### src/rrt_pkg.sv
package rrt_pkg;

  // limits on array element count and bulk string length
  localparam int MAX_TOKEN_LEN = 65536;
  localparam int MAX_ELEMENTS  = 255;

  localparam int NUM_MAX = (MAX_TOKEN_LEN > MAX_ELEMENTS) ? MAX_TOKEN_LEN : MAX_ELEMENTS;
  localparam int NUM_W   = $clog2(NUM_MAX + 1);
  localparam int EL_W    = $clog2(MAX_ELEMENTS + 1);
  localparam int MUL_W   = NUM_W + 4;

  localparam int TOK_W   = 8;
  localparam logic [TOK_W-1:0] TOK_MAX = '1;

  // result slots per request byte and queue depth
  localparam int SLOTS   = 3;
  localparam int QDEPTH  = 4;
  localparam int QPTR_W  = $clog2(QDEPTH);

  // characters
  localparam logic [7:0] CH_STAR   = 8'h2A;
  localparam logic [7:0] CH_DOLLAR = 8'h24;
  localparam logic [7:0] CH_CR     = 8'h0D;
  localparam logic [7:0] CH_LF     = 8'h0A;
  localparam logic [7:0] CH_TAB    = 8'h09;
  localparam logic [7:0] CH_SP     = 8'h20;
  localparam logic [7:0] CH_ZERO   = 8'h30;
  localparam logic [7:0] CH_NINE   = 8'h39;

  // result kinds
  localparam logic [1:0] KIND_BYTE  = 2'd0;
  localparam logic [1:0] KIND_EMPTY = 2'd1;
  localparam logic [1:0] KIND_END   = 2'd2;

  // end of message status
  localparam logic [1:0] ST_OK        = 2'd0;
  localparam logic [1:0] ST_TRUNC     = 2'd1;
  localparam logic [1:0] ST_BAD_COUNT = 2'd2;
  localparam logic [1:0] ST_BAD_LEN   = 2'd3;

  typedef struct packed {
    logic [1:0]       kind;
    logic [7:0]       data;
    logic             tlast;
    logic [TOK_W-1:0] count;
    logic [1:0]       status;
  } slot_t;

  // results caused by one request byte, slot 0 first
  typedef struct packed {
    slot_t [SLOTS-1:0] slot;
    logic  [1:0]       n;
  } bundle_t;

endpackage

### src/resp_request_tokenizer.sv
// request tokenizer: takes one request byte per cycle (msg_last on the final byte)
// and streams token bytes, empty-token marks and one end-of-message result per
// request message carrying the token count and status. a message opening with
// '*' is read as an array of '$'-prefixed length-counted strings, anything else
// is split on whitespace. each byte is parsed in the cycle it is accepted; its
// results (up to three) go into a four-entry queue and the back end sends them
// one per cycle while out_stall is low, so input runs at one byte per cycle when
// results drain at least as fast as made; in_stall rises only when queue fills.
module resp_request_tokenizer (
  input  logic       clk,
  input  logic       rst,
  // request byte channel
  input  logic       in_valid,
  output logic       in_stall,
  input  logic [7:0] in_byte,
  input  logic       msg_last,
  // result channel
  output logic       out_valid,
  input  logic       out_stall,
  output logic [1:0] kind,
  output logic [7:0] out_byte,
  output logic       token_last,
  output logic [rrt_pkg::TOK_W-1:0] token_count,
  output logic [1:0] status
);
  import rrt_pkg::*;

  // front to queue
  logic    push;
  bundle_t push_data;
  logic    full;

  // queue to back
  bundle_t head;
  logic    empty;
  logic    pop;

  // front: parse state machine, one request byte per accepted cycle
  rrt_front u_front (
    .clk       (clk),
    .rst       (rst),
    .in_valid  (in_valid),
    .in_stall  (in_stall),
    .in_byte   (in_byte),
    .msg_last  (msg_last),
    .push      (push),
    .push_data (push_data),
    .full      (full)
  );

  // bundles of results waiting for the back end
  rrt_queue u_queue (
    .clk       (clk),
    .rst       (rst),
    .push      (push),
    .push_data (push_data),
    .full      (full),
    .pop       (pop),
    .head      (head),
    .empty     (empty)
  );

  // back: walks the head bundle one result per cycle while out_stall is low
  rrt_back u_back (
    .clk         (clk),
    .rst         (rst),
    .head        (head),
    .empty       (empty),
    .pop         (pop),
    .out_valid   (out_valid),
    .out_stall   (out_stall),
    .kind        (kind),
    .out_byte    (out_byte),
    .token_last  (token_last),
    .token_count (token_count),
    .status      (status)
  );

endmodule

### src/rrt_front.sv
module rrt_front (
  input  logic             clk,
  input  logic             rst,
  input  logic             in_valid,
  output logic             in_stall,
  input  logic [7:0]       in_byte,
  input  logic             msg_last,
  output logic             push,
  output rrt_pkg::bundle_t push_data,
  input  logic             full
);
  import rrt_pkg::*;

  localparam logic [2:0] PH_IDLE    = 3'd0;
  localparam logic [2:0] PH_INLINE  = 3'd1;
  localparam logic [2:0] PH_COUNT   = 3'd2;
  localparam logic [2:0] PH_DOLLAR  = 3'd3;
  localparam logic [2:0] PH_LEN     = 3'd4;
  localparam logic [2:0] PH_PAYLOAD = 3'd5;
  localparam logic [2:0] PH_SKIP    = 3'd6;
  localparam logic [2:0] PH_DONE    = 3'd7;

  logic [2:0]       phase, phase_next;
  logic [NUM_W-1:0] acc, acc_next;
  logic [EL_W-1:0]  elements_left, elements_left_next;
  logic [NUM_W-1:0] payload_left, payload_left_next;
  logic [1:0]       skip_left, skip_left_next;
  logic [7:0]       held_byte, held_byte_next;
  logic             held_valid, held_valid_next;
  logic [TOK_W-1:0] tokens_done, tokens_done_next;
  logic [1:0]       error_code, error_code_next;
  logic             saw_cr, saw_cr_next;
  logic             digit_seen, digit_seen_next;

  logic             accept;
  logic             is_ws, is_digit, over;
  logic [MUL_W-1:0] mul, cap;
  logic [NUM_W-1:0] sat;
  logic             count_inc, flush;
  logic [1:0]       nres, skip_dec;
  logic [EL_W-1:0]  el_dec;
  logic [1:0]       st;
  logic [1:0]       bad_code;
  bundle_t          bun;

  assign accept   = in_valid && !in_stall;
  assign in_stall = full;

  // decimal digit step, saturated at the field's limit
  assign is_ws    = in_byte inside {CH_SP, [CH_TAB:CH_CR]};
  assign is_digit = in_byte inside {[CH_ZERO:CH_NINE]};
  assign mul      = MUL_W'({acc, 3'b000}) + MUL_W'({acc, 1'b0}) + MUL_W'(in_byte[3:0]);
  assign cap      = (phase == PH_COUNT) ? MUL_W'(MAX_ELEMENTS) : MUL_W'(MAX_TOKEN_LEN);
  assign over     = mul > cap;
  assign sat      = over ? cap[NUM_W-1:0] : mul[NUM_W-1:0];
  assign bad_code = (phase == PH_COUNT) ? ST_BAD_COUNT : ST_BAD_LEN;

  always_comb begin
    phase_next         = phase;
    acc_next           = acc;
    elements_left_next = elements_left;
    payload_left_next  = payload_left;
    skip_left_next     = skip_left;
    held_byte_next     = held_byte;
    held_valid_next    = held_valid;
    tokens_done_next   = tokens_done;
    error_code_next    = error_code;
    saw_cr_next        = saw_cr;
    digit_seen_next    = digit_seen;
    bun                = '0;
    nres               = 2'd0;
    count_inc          = 1'b0;
    flush              = 1'b0;
    st                 = ST_OK;
    skip_dec           = (skip_left != 2'd0) ? skip_left - 2'd1 : skip_left;
    el_dec             = (elements_left != '0) ? elements_left - EL_W'(1) : elements_left;

    if ((phase == PH_IDLE && in_byte != CH_STAR) || phase == PH_INLINE) begin
      phase_next = PH_INLINE;
      if (is_ws) begin
        if (held_valid) begin
          bun.slot[nres] = '{kind: KIND_BYTE, data: held_byte, tlast: 1'b1,
                             count: '0, status: ST_OK};
          nres            = nres + 2'd1;
          count_inc       = 1'b1;
          held_valid_next = 1'b0;
        end
      end else begin
        if (held_valid) begin
          bun.slot[nres] = '{kind: KIND_BYTE, data: held_byte, tlast: 1'b0,
                             count: '0, status: ST_OK};
          nres = nres + 2'd1;
        end
        held_byte_next  = in_byte;
        held_valid_next = 1'b1;
      end
    end else begin
      case (phase)
        PH_IDLE: begin
          phase_next      = PH_COUNT;
          acc_next        = '0;
          saw_cr_next     = 1'b0;
          digit_seen_next = 1'b0;
        end
        PH_COUNT, PH_LEN: begin
          if (saw_cr) begin
            if (in_byte == CH_LF && digit_seen) begin
              if (phase == PH_COUNT) begin
                elements_left_next = acc[EL_W-1:0];
                phase_next = (acc == '0) ? PH_DONE : PH_DOLLAR;
              end else if (acc == '0) begin
                bun.slot[nres] = '{kind: KIND_EMPTY, data: 8'd0, tlast: 1'b1,
                                   count: '0, status: ST_OK};
                nres           = nres + 2'd1;
                count_inc      = 1'b1;
                skip_left_next = 2'd2;
                phase_next     = PH_SKIP;
              end else begin
                payload_left_next = acc;
                phase_next        = PH_PAYLOAD;
              end
            end else begin
              if (error_code == ST_OK) error_code_next = bad_code;
              phase_next = PH_DONE;
            end
          end else if (in_byte == CH_CR) begin
            saw_cr_next = 1'b1;
          end else if (is_digit) begin
            acc_next        = sat;
            digit_seen_next = 1'b1;
            if (over && error_code == ST_OK) error_code_next = bad_code;
          end else begin
            if (error_code == ST_OK) error_code_next = bad_code;
            phase_next = PH_DONE;
          end
        end
        PH_DOLLAR: begin
          if (in_byte == CH_DOLLAR) begin
            phase_next      = PH_LEN;
            acc_next        = '0;
            saw_cr_next     = 1'b0;
            digit_seen_next = 1'b0;
          end else begin
            phase_next = PH_DONE;
          end
        end
        PH_PAYLOAD: begin
          if (payload_left <= NUM_W'(1)) begin
            bun.slot[nres] = '{kind: KIND_BYTE, data: in_byte, tlast: 1'b1,
                               count: '0, status: ST_OK};
            nres              = nres + 2'd1;
            count_inc         = 1'b1;
            payload_left_next = '0;
            skip_left_next    = 2'd2;
            phase_next        = PH_SKIP;
          end else begin
            bun.slot[nres] = '{kind: KIND_BYTE, data: in_byte, tlast: 1'b0,
                               count: '0, status: ST_OK};
            nres              = nres + 2'd1;
            payload_left_next = payload_left - NUM_W'(1);
          end
        end
        PH_SKIP: begin
          skip_left_next = skip_dec;
          if (skip_dec == 2'd0) begin
            elements_left_next = el_dec;
            phase_next = (el_dec == '0) ? PH_DONE : PH_DOLLAR;
          end
        end
        default: begin
        end
      endcase
    end

    if (count_inc && tokens_done != TOK_MAX) tokens_done_next = tokens_done + TOK_W'(1);

    if (msg_last) begin
      // flush a held inline byte, then the end of message result
      flush = (phase_next == PH_INLINE) && held_valid_next;
      if (flush) begin
        bun.slot[nres] = '{kind: KIND_BYTE, data: held_byte_next, tlast: 1'b1,
                           count: '0, status: ST_OK};
        nres = nres + 2'd1;
        if (tokens_done_next != TOK_MAX) tokens_done_next = tokens_done_next + TOK_W'(1);
      end
      st = error_code_next;
      if (st == ST_OK && phase_next == PH_PAYLOAD && payload_left_next != '0) st = ST_TRUNC;
      bun.slot[nres] = '{kind: KIND_END, data: 8'd0, tlast: 1'b0,
                         count: tokens_done_next, status: st};
      nres = nres + 2'd1;

      phase_next         = PH_IDLE;
      acc_next           = '0;
      elements_left_next = '0;
      payload_left_next  = '0;
      skip_left_next     = 2'd0;
      held_byte_next     = 8'd0;
      held_valid_next    = 1'b0;
      tokens_done_next   = '0;
      error_code_next    = ST_OK;
      saw_cr_next        = 1'b0;
      digit_seen_next    = 1'b0;
    end
    bun.n = nres;
  end

  assign push      = accept && (bun.n != 2'd0);
  assign push_data = bun;

  always_ff @(posedge clk) begin
    if (rst) begin
      phase         <= PH_IDLE;
      acc           <= '0;
      elements_left <= '0;
      payload_left  <= '0;
      skip_left     <= 2'd0;
      held_byte     <= 8'd0;
      held_valid    <= 1'b0;
      tokens_done   <= '0;
      error_code    <= ST_OK;
      saw_cr        <= 1'b0;
      digit_seen    <= 1'b0;
    end else if (accept) begin
      phase         <= phase_next;
      acc           <= acc_next;
      elements_left <= elements_left_next;
      payload_left  <= payload_left_next;
      skip_left     <= skip_left_next;
      held_byte     <= held_byte_next;
      held_valid    <= held_valid_next;
      tokens_done   <= tokens_done_next;
      error_code    <= error_code_next;
      saw_cr        <= saw_cr_next;
      digit_seen    <= digit_seen_next;
    end
  end

  a_held_inline: assert property (@(posedge clk) disable iff (rst)
    held_valid |-> phase == PH_INLINE)
    else $error("held byte outside inline phase");

  a_payload_nonzero: assert property (@(posedge clk) disable iff (rst)
    phase == PH_PAYLOAD |-> payload_left != '0)
    else $error("payload phase with no bytes left");

  a_skip_nonzero: assert property (@(posedge clk) disable iff (rst)
    phase == PH_SKIP |-> skip_left != 2'd0)
    else $error("skip phase with nothing to skip");

  a_last_resets: assert property (@(posedge clk) disable iff (rst)
    accept && msg_last |=> phase == PH_IDLE && tokens_done == '0)
    else $error("state not cleared after end of message");

endmodule

### src/rrt_queue.sv
module rrt_queue (
  input  logic             clk,
  input  logic             rst,
  input  logic             push,
  input  rrt_pkg::bundle_t push_data,
  output logic             full,
  input  logic             pop,
  output rrt_pkg::bundle_t head,
  output logic             empty
);
  import rrt_pkg::*;

  bundle_t           entries [QDEPTH];
  logic [QPTR_W-1:0] wr_ptr, rd_ptr;
  logic [QPTR_W:0]   cnt;

  assign full  = cnt == (QPTR_W + 1)'(QDEPTH);
  assign empty = cnt == '0;
  assign head  = entries[rd_ptr];

  always_ff @(posedge clk) begin
    if (push) entries[wr_ptr] <= push_data;
  end

  always_ff @(posedge clk) begin
    if (rst) begin
      wr_ptr <= '0;
      rd_ptr <= '0;
      cnt    <= '0;
    end else begin
      if (push) wr_ptr <= wr_ptr + QPTR_W'(1);
      if (pop)  rd_ptr <= rd_ptr + QPTR_W'(1);
      if (push && !pop)      cnt <= cnt + (QPTR_W + 1)'(1);
      else if (pop && !push) cnt <= cnt - (QPTR_W + 1)'(1);
    end
  end

endmodule

### src/rrt_back.sv
module rrt_back (
  input  logic             clk,
  input  logic             rst,
  input  rrt_pkg::bundle_t head,
  input  logic             empty,
  output logic             pop,
  output logic             out_valid,
  input  logic             out_stall,
  output logic [1:0]       kind,
  output logic [7:0]       out_byte,
  output logic             token_last,
  output logic [rrt_pkg::TOK_W-1:0] token_count,
  output logic [1:0]       status
);
  import rrt_pkg::*;

  logic [1:0] idx;
  logic       take, at_end;
  slot_t      cur;

  assign cur       = head.slot[idx];
  assign out_valid = !empty;
  assign take      = out_valid && !out_stall;
  assign at_end    = idx == (head.n - 2'd1);
  assign pop       = take && at_end;

  assign kind        = cur.kind;
  assign out_byte    = cur.data;
  assign token_last  = cur.tlast;
  assign token_count = cur.count;
  assign status      = cur.status;

  always_ff @(posedge clk) begin
    if (rst) begin
      idx <= 2'd0;
    end else if (take) begin
      idx <= at_end ? 2'd0 : idx + 2'd1;
    end
  end

endmodule
### config.mk
export PLATFORM = sky130hd
export DESIGN_NAME = resp_request_tokenizer
export DESIGN_NICKNAME = d
export VERILOG_FILES = /design/src/rrt_pkg.sv /design/src/resp_request_tokenizer.sv /design/src/rrt_front.sv /design/src/rrt_queue.sv /design/src/rrt_back.sv
export SDC_FILE = /design/constraint.sdc
export NUM_CORES = 1
export LEC_CHECK = 0
export BUFFER_PORTS_ARGS = -buffer_cell sky130_fd_sc_hd__buf_2
export CORE_ASPECT_RATIO = 1.4
export CORE_MARGIN = 1.5
export CORE_UTILIZATION = 47
export DETAILED_ROUTE_END_ITERATION = 12
export PLACE_DENSITY = 0.63
export SLEW_MARGIN = 20
export SYNTH_ARGS = -nofsm -noshare
export SYNTH_HDL_FRONTEND = slang
export SYNTH_SLANG_ARGS = --single-unit
### constraint.sdc
create_clock -name clk -period 12.68 [get_ports clk]
set_input_delay 1.268 -clock clk [delete_from_list [all_inputs] [get_ports clk]]
set_output_delay 1.268 -clock clk [all_outputs]
set_load 0.005 [all_outputs]
======== Yosys cells after proc, flatten, opt, wreduce, memory -nomap -nowiden ========
Memories as Yosys holds them, arrays and structs flattened. A register that Yosys moved wholly into a read port is not among the register bits.
Cells that the tools add are included.
storage, ports and cells
  output and inout bits ................... 23
  memories kept ........................... 1
  RAM bits ................................ 260
  logic and storage cells ................. 245
  flip-flop bits (word level) ............. 77
cells by class
  equal/unequal tests ..................... 29
  magnitude comparators ................... 11
  $add $sub $neg .......................... 15
  reductions and logical operators ........ 44
  muxes and demuxes ....................... 130
memories
  memory           words  width  rd ports  clocked after memory_dff  wr ports  line             source
  u_queue.entries  4      65     1         1                         1         rrt_queue.sv:13  bundle_t entries [QDEPTH];
operators with widths
  operator                                                          number
  two-way mux 17 bit                                                15
  two-way mux 63 bit                                                3
  two-way mux 21 bit                                                8
  bitwise mux 63 bit                                                2
  two-way mux 8 bit                                                 15
  demux 21 bit (select 2 bit)                                       2
  two-way mux 2 bit                                                 31
  case mux 17 bit (3 select lines)                                  1
  binary-select mux 21 bit (select 2 bit)                           1
  case mux 21 bit (2 select lines)                                  1
  two-way mux 3 bit                                                 13
  two-way mux 19 bit                                                2
  case mux 17 bit (2 select lines)                                  1
  two-way mux 1 bit                                                 26
  != test 3 x 2 -> 1 bit (second input constant)                    8
  adder 20 x 18 -> 21 bit                                           1
  adder 21 x 4 -> 21 bit                                            1
  > comparator 21 bit                                               1
  two-way mux 20 bit                                                1
  less-or-equal comparator 17 x 1 -> 1 bit (second input constant)  1
  logical AND 1 bit                                                 17
  logical NOT 17 bit                                                1
  nonzero test 17 bit                                               1
  subtractor 17 x 1 -> 17 bit (second input constant)               1
  other kinds (42)                                                  75

======== Depth between registers and ports, before layout ========
Gate-level depths: netlist of run 1.
  word-level depth ........................ 19
  gate-level depth with buffers ........... 21
  gate-level depth less buffers ........... 19

======== Cells and area by module ========
Synthesis of run 1 repeated with hierarchy kept, for this count alone.
second synthesis, totals
  cell total of the unflattened synthesis .. 1382
  area total of the unflattened synthesis .. 17032.6 um2
modules (own cells, without submodules)
  module     times used  area an instance (um2)  cells each
  rrt_queue  1           9853.2                  383
  rrt_front  1           6608.8                  914
  rrt_back   1           570.5                   85

======== Least setup slack after synthesis of run 1 ========
Ideal clock, no wire load.
  kind .................................... input to register
  start point ............................. input port in_byte[3]
  end point ............................... register u_front.acc[0]
  buffers on the path ..................... 2
  stages on the path ...................... 20
  arrival time ............................ 5546 ps
  path slack .............................. 7072 ps
  setup time .............................. 62 ps
  cells stage by stage .................... clkbuf_1 -> inv_1 -> fa_1 -> fa_1 -> nor2b_1 -> o2111ai_1 -> a31oi_1 -> a221o_1 -> xor2_1 -> ha_1 -> nand2_1 -> nor2_1 -> a41oi_1 -> o31ai_1 -> o2111ai_1 -> a311oi_1 -> nand4_1 -> clkbuf_1 -> nor3b_1 -> a221o_1
between the ends
  longest elaborated chain between the ends .. 9
  elaborated cells on any way between the ends .. 22
  those cells by class .................... 1 x add/sub; 3 x order compare; 7 x eq/ne; 7 x mux; 4 x reduce/logical
RTL lines
  what                              line                          source
  start, declared                   resp_request_tokenizer.sv:15  input logic [7:0] in_byte,
  adder 21 x 4 -> 21 bit            rrt_front.sv:52               assign mul = MUL_W'({acc, 3'b000}) + MUL_W'({acc, 1'b0}) + MUL_W'(in_byte[3:0]);
  > comparator 21 bit               rrt_front.sv:54               assign over = mul > cap;
  two-way mux 17 bit                rrt_front.sv:55               assign sat = over ? cap[NUM_W-1:0] : mul[NUM_W-1:0];
  two-way mux 17 bit                rrt_front.sv:128              end else if (is_digit) begin
  two-way mux 17 bit                rrt_front.sv:126              end else if (in_byte == CH_CR) begin
  two-way mux 17 bit                rrt_front.sv:106              if (saw_cr) begin
  case mux 17 bit (3 select lines)  rrt_front.sv:98               case (phase)
  two-way mux 17 bit                rrt_front.sv:78               if ((phase == PH_IDLE && in_byte != CH_STAR) || phase == PH_INLINE) begin
  two-way mux 17 bit                rrt_front.sv:177              if (msg_last) begin
  end signal, assigned              rrt_front.sv:225              acc <= acc_next;
  end, declared                     rrt_front.sv:24               logic [NUM_W-1:0] acc, acc_next;
Several ways; a longest one is shown, not always the timed one. The select of a mux whose other input is x is not followed.
A chain may end at the register's enable or synchronous reset.

==> impl_metrics.py, run 1 <==
metrics = {
    "logic_synthesis": {
        "async_reset_ff_frac": 0,
        "synth-simple-area-share": 0.1341,
        "yosysSeqAreaShare": 0.5300,
        "synth_top_family_by_area": "compound AO/OA/AOI/OAI gates",
        "yosysWarnings": 0,
        "synthFlopType": "edfxtp_1",
        "yosys.area_share.adder": 0.05073,
        "synth-seq-cells": 291,
        "synth_compound_area_frac": 0.1344,
        "synth_cells": 1288,
        "yosys-mux-area-fraction": 0.1001,
        "syn_area_per_cell_um2": 11.64,
        "netlist_area_um2": 15000,
        "syn-num-nets": 1360,
        "synthXorXnorAreaFrac": 0.01927,
        "ys_types": 88,
        "synth_edf_count": 212,
    },
    "worst_setup_path": {
        "worst-setup-path-type": "in2reg",
        "cp-start-kind": "primary input",
        "cp.required_ns": 12.93,
        "crit_path_end_kind": "flop",
        "crit_fanout": 11,
        "cp.arrival_ns": 6.33,
    },
    "sta": {
        "tightest_slew_ns": 1.018,
        "drv_slew": 0,
        "slew_headroom": 0.3171,
        "period_share": 0.4794,
        "finalClockSkew_ns": 0.01533,
        "setup-tns-final_ns": 0,
        "rsz0062_at_grt": "false",
        "post-route-min-period_ns": 6.079,
        "finalSetupViolCount": 0,
        "clock.fmax_mhz": 164.5,
        "final-hold-violation-count": 0,
    },
    "clocking": {
        "numCtsBuffers": 28,
        "cts_setup_buffers": 0,
        "clkLatencyLatePin_ns": 0.55,
        "max-clock-path-buffers": 3,
        "holdBufCountCts": 0,
        "postCtsResizedCells": 0,
        "cts_tree": "built",
        "clkTransAtPathRegs_ns": 0.06,
        "htree_num_levels": 1,
        "clkSinkCount": 291,
        "cts-root-buf": "clkbuf_16",
    },
    "cells_and_area": {
        "antennaDiodeCount": 0,
        "drive_gt1_frac": 0.1394,
        "area_growth_pct": 9.745,
        "layout_common_cells": "edfxtp_1 (212), nor2_1 (165), a21oi_1 (76), dfxtp_1 (76), nand2_1 (59)",
        "final_net_count": 1363,
        "fillers": 2748,
        "finalNonFillerCells": 1708,
        "final_common_cell": "edfxtp_1",
    },
    "place": {
        "io_buffers": 35,
        "dpl.hpwl_um": 23730,
        "dp_cells": 1656,
        "gp_congestion": 0.9063,
    },
    "power": {
        "ir_drop_mv": 0.1115,
        "pwr_density_cell_nw_per_um2": 135.1,
        "total_leakage_power_uw": 0.005805,
    },
    "die": {
        "die_area_um2": 33000,
        "start_util": 0.4760,
        "die_h_um": 214.4,
        "core_area_um2": 31500,
        "fp.dieW_um": 154.0,
        "io_pins": 36,
        "floorplan.rows": 77,
    },
    "routing": {
        "drc": 0,
        "drt_wl_total_um": 35570,
        "drt-pass1-iter-count": 5,
        "vias": 10350,
        "vias_per_cell": 6.060,
        "drtAntennaViolNets": 0,
        "drt_iter0_markers": 634,
        "wl_per_cell_um": 20.82,
    },
    "grt": {
        "gr-total-overflow": 0,
        "grt_pass1_wl_um": 57130,
        "grt_pass1_vias": 10720,
        "antenna_found_initial": 0,
        "grt_use_total": 0.2193,
        "grt_max_degree": 64,
    },
    "run": {
        "cap_violations": 0,
    },
    "status": {
        "outcome": "finished, final reports clean",
    },
    "hold_path": {
        "holdCritPathClass": "reg2reg",
    },
}
==> final cells by class <==
class | instances | area [um2] | share of cell area
multi-input cells | 873 | 6593 | 0.4006
clock buffers | 32 | 737.0 | 0.04478
clock inverters | 20 | 216.5 | 0.01315
repair buffers | 50 | 287.8 | 0.01749
inverters | 47 | 176.4 | 0.01072
well taps | 395 | 494.2 | 0.03003
flip-flops and latches | 291 | 7954 | 0.4833
==> stage by stage <==
step | hold slack, ns | setup WS [ns] | total power [uW] | util | cell area (um2)
2_1_floorplan | 0.4579 | 7.072 | 1297 | - | 15000
3_3_place_gp | 0.4783 | 6.292 | 1387 | 0.4918 | 15490
3_5_place_dp | 0.4888 | 6.108 | 1392 | 0.4919 | 15500
4_1_cts | 0.4976 | 6.679 | 2249 | 0.5222 | 16450
5_1_grt | 0.5205 | 6.182 | 2310 | 0.5224 | 16460
6_report | 0.4988 | 6.601 | 2223 | 0.5224 | 16460
==> power by group <==
group / leakage (uW) / internal, uW / switching [uW] / total (uW)
sequential: 0.00253 / 1060 / 34.9 / 1100
combinational: 0.00281 / 120 / 145 / 265
clock: 0.000461 / 501 / 358 / 859
==> final timing paths <==
path / from / to / slack (ns) / depth (start not counted)
worst min-delay path: u_front.error_code[0] / u_front.error_code[0] / 0.50 / 2
worst max register to register: u_front.acc[0] / u_queue.entries[0][24] / 6.91 / 18
worst min register to register: u_front.error_code[0] / u_front.error_code[0] / 0.50 / 2
worst max-delay path: in_byte[3] / u_queue.entries[0][24] / 6.60 / 19
==> critical path: stages <==
cell and delay [ns]:
buf_2 0.18, inv_1 0.09, fa_1 0.52, fa_1 0.47, nor2b_1 0.18, o2111ai_1 0.24
a31oi_1 0.35, a221o_1 0.25, xor2_1 0.10, ha_1 0.34, nand2_1 0.06, nor2_1 0.10
a41oi_1 0.12, o31ai_1 0.09, o2111ai_1 0.16, a311oi_1 0.26, nand4_1 0.53, o31ai_1 0.82
nor2_1 0.19
==> logic make-up (layout without fill, tap and decap cells) <==
logic type                 count (synthesis)  count (layout)
xor gates and xnor gates                  33              33
and+or+nand+nor                          401             401
muxes                                     83              83
adders and majority gates                 59              59
buffers and inverters                    124             149
AOI/OAI and AO/OA                        297             297
DFF                                      291             291
==> sequential cells by signal (all words and copies together), names as in the netlist, named ones only <==
signal and flops:
u_front.skip_left 2, u_front.held_byte 8, u_back.idx 2, u_queue.cnt 3
u_queue.wr_ptr 2, u_front.held_valid 1, u_front.payload_left 17, u_front.error_code 2
u_queue.entries 212, u_front.acc 17, u_front.elements_left 8, u_front.saw_cr 1
u_queue.rd_ptr 2, u_front.phase 3, u_front.tokens_done 8, u_front.digit_seen 1
==> cell usage after synthesis, drive strengths merged, types with 11 or more instances <==
library cell    n  share of area
xor2           16         0.0093
o21ai          49          0.017
nor2b          11         0.0046
o22ai          21         0.0088
nor2          167          0.042
buf            11         0.0032
inv            47          0.012
xnor2          17         0.0099
nor3           45          0.016
a21oi          77          0.026
o31ai          16         0.0083
ha             56          0.047
clkbuf         66          0.017
edfxtp        212           0.42
nand3          18         0.0060
mux4           53          0.080
nand2          59          0.015
a22oi          36          0.018
dfxtp          79           0.11
mux2i          27          0.018
==> metal layers <==
metal	routed length, um	global-route usage	share of wire	up-vias
met2	19080	0.4157	0.54	228
li1	-	-	-	4948
met4	1286	0.08932	0.036	0
met1	14110	0.2504	0.40	5092
met5	0	0	0	-
met3	1092	0.02061	0.031	82
(Power assumes the default switching activity.)
==> run 2, diff against run 1 <==
==> constraint.sdc (replaced) <==
create_clock -name clk -period 5.8 [get_ports clk]
set_input_delay 0.58 -clock clk [delete_from_list [all_inputs] [get_ports clk]]
set_output_delay 0.58 -clock clk [all_outputs]
set_load 0.005 [all_outputs]
==> impl_metrics.py, run 2 (synthesized netlist as in run 1, its figures left out) <==
metrics = {
    "clocking": {
        "cts-root-buf": "clkbuf_16",
        "clkSinkCount": 291,
        "cts_setup_buffers": 0,
        "cts_tree": "built",
        "numCtsBuffers": 28,
        "holdBufCountCts": 0,
        "postCtsResizedCells": 0,
        "clkTransAtPathRegs_ns": 0.06,
        "max-clock-path-buffers": 3,
        "clkLatencyLatePin_ns": 0.55,
        "htree_num_levels": 1,
    },
    "place": {
        "gp_congestion": 0.8619,
        "dp_slack_ns": 0.5406,
        "io_buffers": 35,
        "dpl.hpwl_um": 24100,
    },
    "routing": {
        "drt-pass1-iter-count": 5,
        "drt_iter0_markers": 811,
        "drtAntennaViolNets": 0,
        "wl_per_cell_um": 20.82,
        "vias": 10580,
        "drc": 0,
        "vias_per_cell": 6.169,
        "drt_wl_total_um": 35700,
    },
    "sta": {
        "setup-tns-final_ns": 0,
        "final-hold-violation-count": 0,
        "rsz0062_at_grt": "false",
        "clock.fmax_mhz": 197.8,
        "slew_headroom": 0.3101,
        "tightest_slew_ns": 1.031,
        "finalSetupViolCount": 0,
        "period_share": 0.8717,
        "drv_slew": 0,
        "hold_ws_ns": 0.3383,
        "finalClockSkew_ns": 0.01366,
        "setup_ws_ns": 0.7442,
        "post-route-min-period_ns": 5.056,
    },
    "run": {
        "cap_violations": 0,
    },
    "die": {
        "fp.dieW_um": 154.0,
        "io_pins": 36,
        "die_area_um2": 33000,
        "core_area_um2": 31500,
        "die_h_um": 214.4,
        "floorplan.rows": 77,
        "start_util": 0.4760,
    },
    "cells_and_area": {
        "top_register": "u_queue.entries",
        "final_common_cell": "edfxtp_1",
        "multi_input_area_um2": 6594,
        "regArea_um2": 7954,
        "area_growth_pct": 10.09,
        "drive_gt1_frac": 0.1462,
        "fillers": 2718,
        "antennaDiodeCount": 0,
        "layout_common_cells": "edfxtp_1 (212), nor2_1 (166), a21oi_1 (76), dfxtp_1 (76), nand2_1 (59)",
        "final_net_count": 1371,
        "largest_reg_flops": 212,
        "reg_top3": "u_queue.entries x212, u_front.acc x17, u_front.payload_left x17",
    },
    "worst_setup_path": {
        "worst_r2r_endpoint": "u_front.acc[6]",
        "crit_family": "compound AO/OA/AOI/OAI gates",
        "crit_fanout": 11,
        "worst-setup-path-type": "reg2reg",
        "crit_path_end_kind": "flop",
        "crit_slowest_cell": "nor3b_1",
        "r2r_slack_ns": 0.74,
        "reg2reg_depth": 19,
        "cp.required_ns": 6.29,
        "slowest_delay_ns": 0.75,
        "cp-start-kind": "flop",
        "worst-path-buf-inv": 2,
        "cp.arrival_ns": 5.54,
        "path_cells": "inv_1, fa_1, fa_1, nor2b_1, o2111ai_1, a31oi_1, a221o_1, xor2_1, ha_1, nand2_1, nor2_1, a41oi_1, o31ai_1, o2111ai_1, a311oi_1, nand4_1, buf_4, nor3b_1, a221o_1",
        "rr_startpoint": "u_front.acc[0]",
    },
    "hold_path": {
        "min_to": "u_back.idx[0]",
        "worstHoldPathCells": 4,
        "holdCritPathClass": "in2reg",
        "hold_path.startpoint": "out_stall",
    },
    "grt": {
        "gr-total-overflow": 0,
        "grt_pass1_vias": 10630,
        "grt_use_total": 0.2203,
        "antenna_found_initial": 0,
        "grt_pass1_wl_um": 57170,
        "grt_max_degree": 64,
    },
    "power": {
        "pwr_density_cell_nw_per_um2": 290.4,
        "ir_drop_mv": 0.2028,
        "total_leakage_power_uw": 0.005826,
        "total_power_uw": 4795,
    },
    "status": {
        "outcome": "finished, final reports clean",
    },
}
==> run 2: changes by cell type in the layout (fill, tap and decap cells not counted), sizes merged <==
cell | previous run | this run
inv | 50 | 49
clkinvlp | 2 | 5
clkbuf | 32 | 33
buf | 50 | 58
clkinv | 11 | 10
bufinv | 4 | 1
==> run 2: final cells by class <==
class / count / area share
Clock buffer: 33 / 0.04737
Clock inverter: 18 / 0.008261
Inverter: 47 / 0.01069
Multi-Input combinational cell: 873 / 0.3994
Sequential cell: 291 / 0.4818
Tap cell: 395 / 0.02994
Timing Repair Buffer: 58 / 0.02258
==> run 2: per-stage QoR <==
stage | util | instances | area [um2]
6_report | 0.5240 | 1715 | 16510
5_1_grt | 0.5240 | 1715 | 16510
4_1_cts | 0.5238 | 1715 | 16500
3_5_place_dp | 0.4946 | 1664 | 15580
3_3_place_gp | 0.4945 | 1664 | 15580
2_1_floorplan | - | 1288 | 15000
==> run 2: routing by layer <==
metal  up-vias  GRT usage  routed length (um)
met5         -          0                   0
met4         0     0.1036                1527
met3        92    0.02607                1404
met2       266     0.4011               18660
met1      5251     0.2570               14110
li1       4971          -                   -
==> run 2: how the worst max path moves through the flow <==
stage	startpoint	to	cells past startpoint
floorplan	in_byte[3]	u_front.acc[0]	20
global placement	in_byte[3]	u_front.acc[4]	20
detailed placement	in_byte[3]	u_front.acc[6]	20
CTS	u_front.acc[0]	u_front.acc[6]	19
global route	u_front.acc[0]	u_front.acc[3]	19
finish	u_front.acc[0]	u_front.acc[6]	19
==> run 2: worst reg2reg max path, cell delays in order (launching register included) <==
cell and delay (ns):
dfxtp_1 0.45, inv_1 0.15, fa_1 0.52, fa_1 0.47
nor2b_1 0.19, o2111ai_1 0.23, a31oi_1 0.35, a221o_1 0.25
xor2_1 0.24, ha_1 0.31, nand2_1 0.08, nor2_1 0.04
a41oi_1 0.20, o31ai_1 0.10, o2111ai_1 0.11, a311oi_1 0.06
nand4_1 0.10, buf_4 0.19, nor3b_1 0.75, a221o_1 0.21
==> run 2: report_power, final <==
group	total [uW]	switching [uW]	leakage [uW]	internal [uW]
Clock	1800	791	0.000437	1010
Sequential	2370	44.3	0.00253	2320
Combinational	623	354	0.00285	269
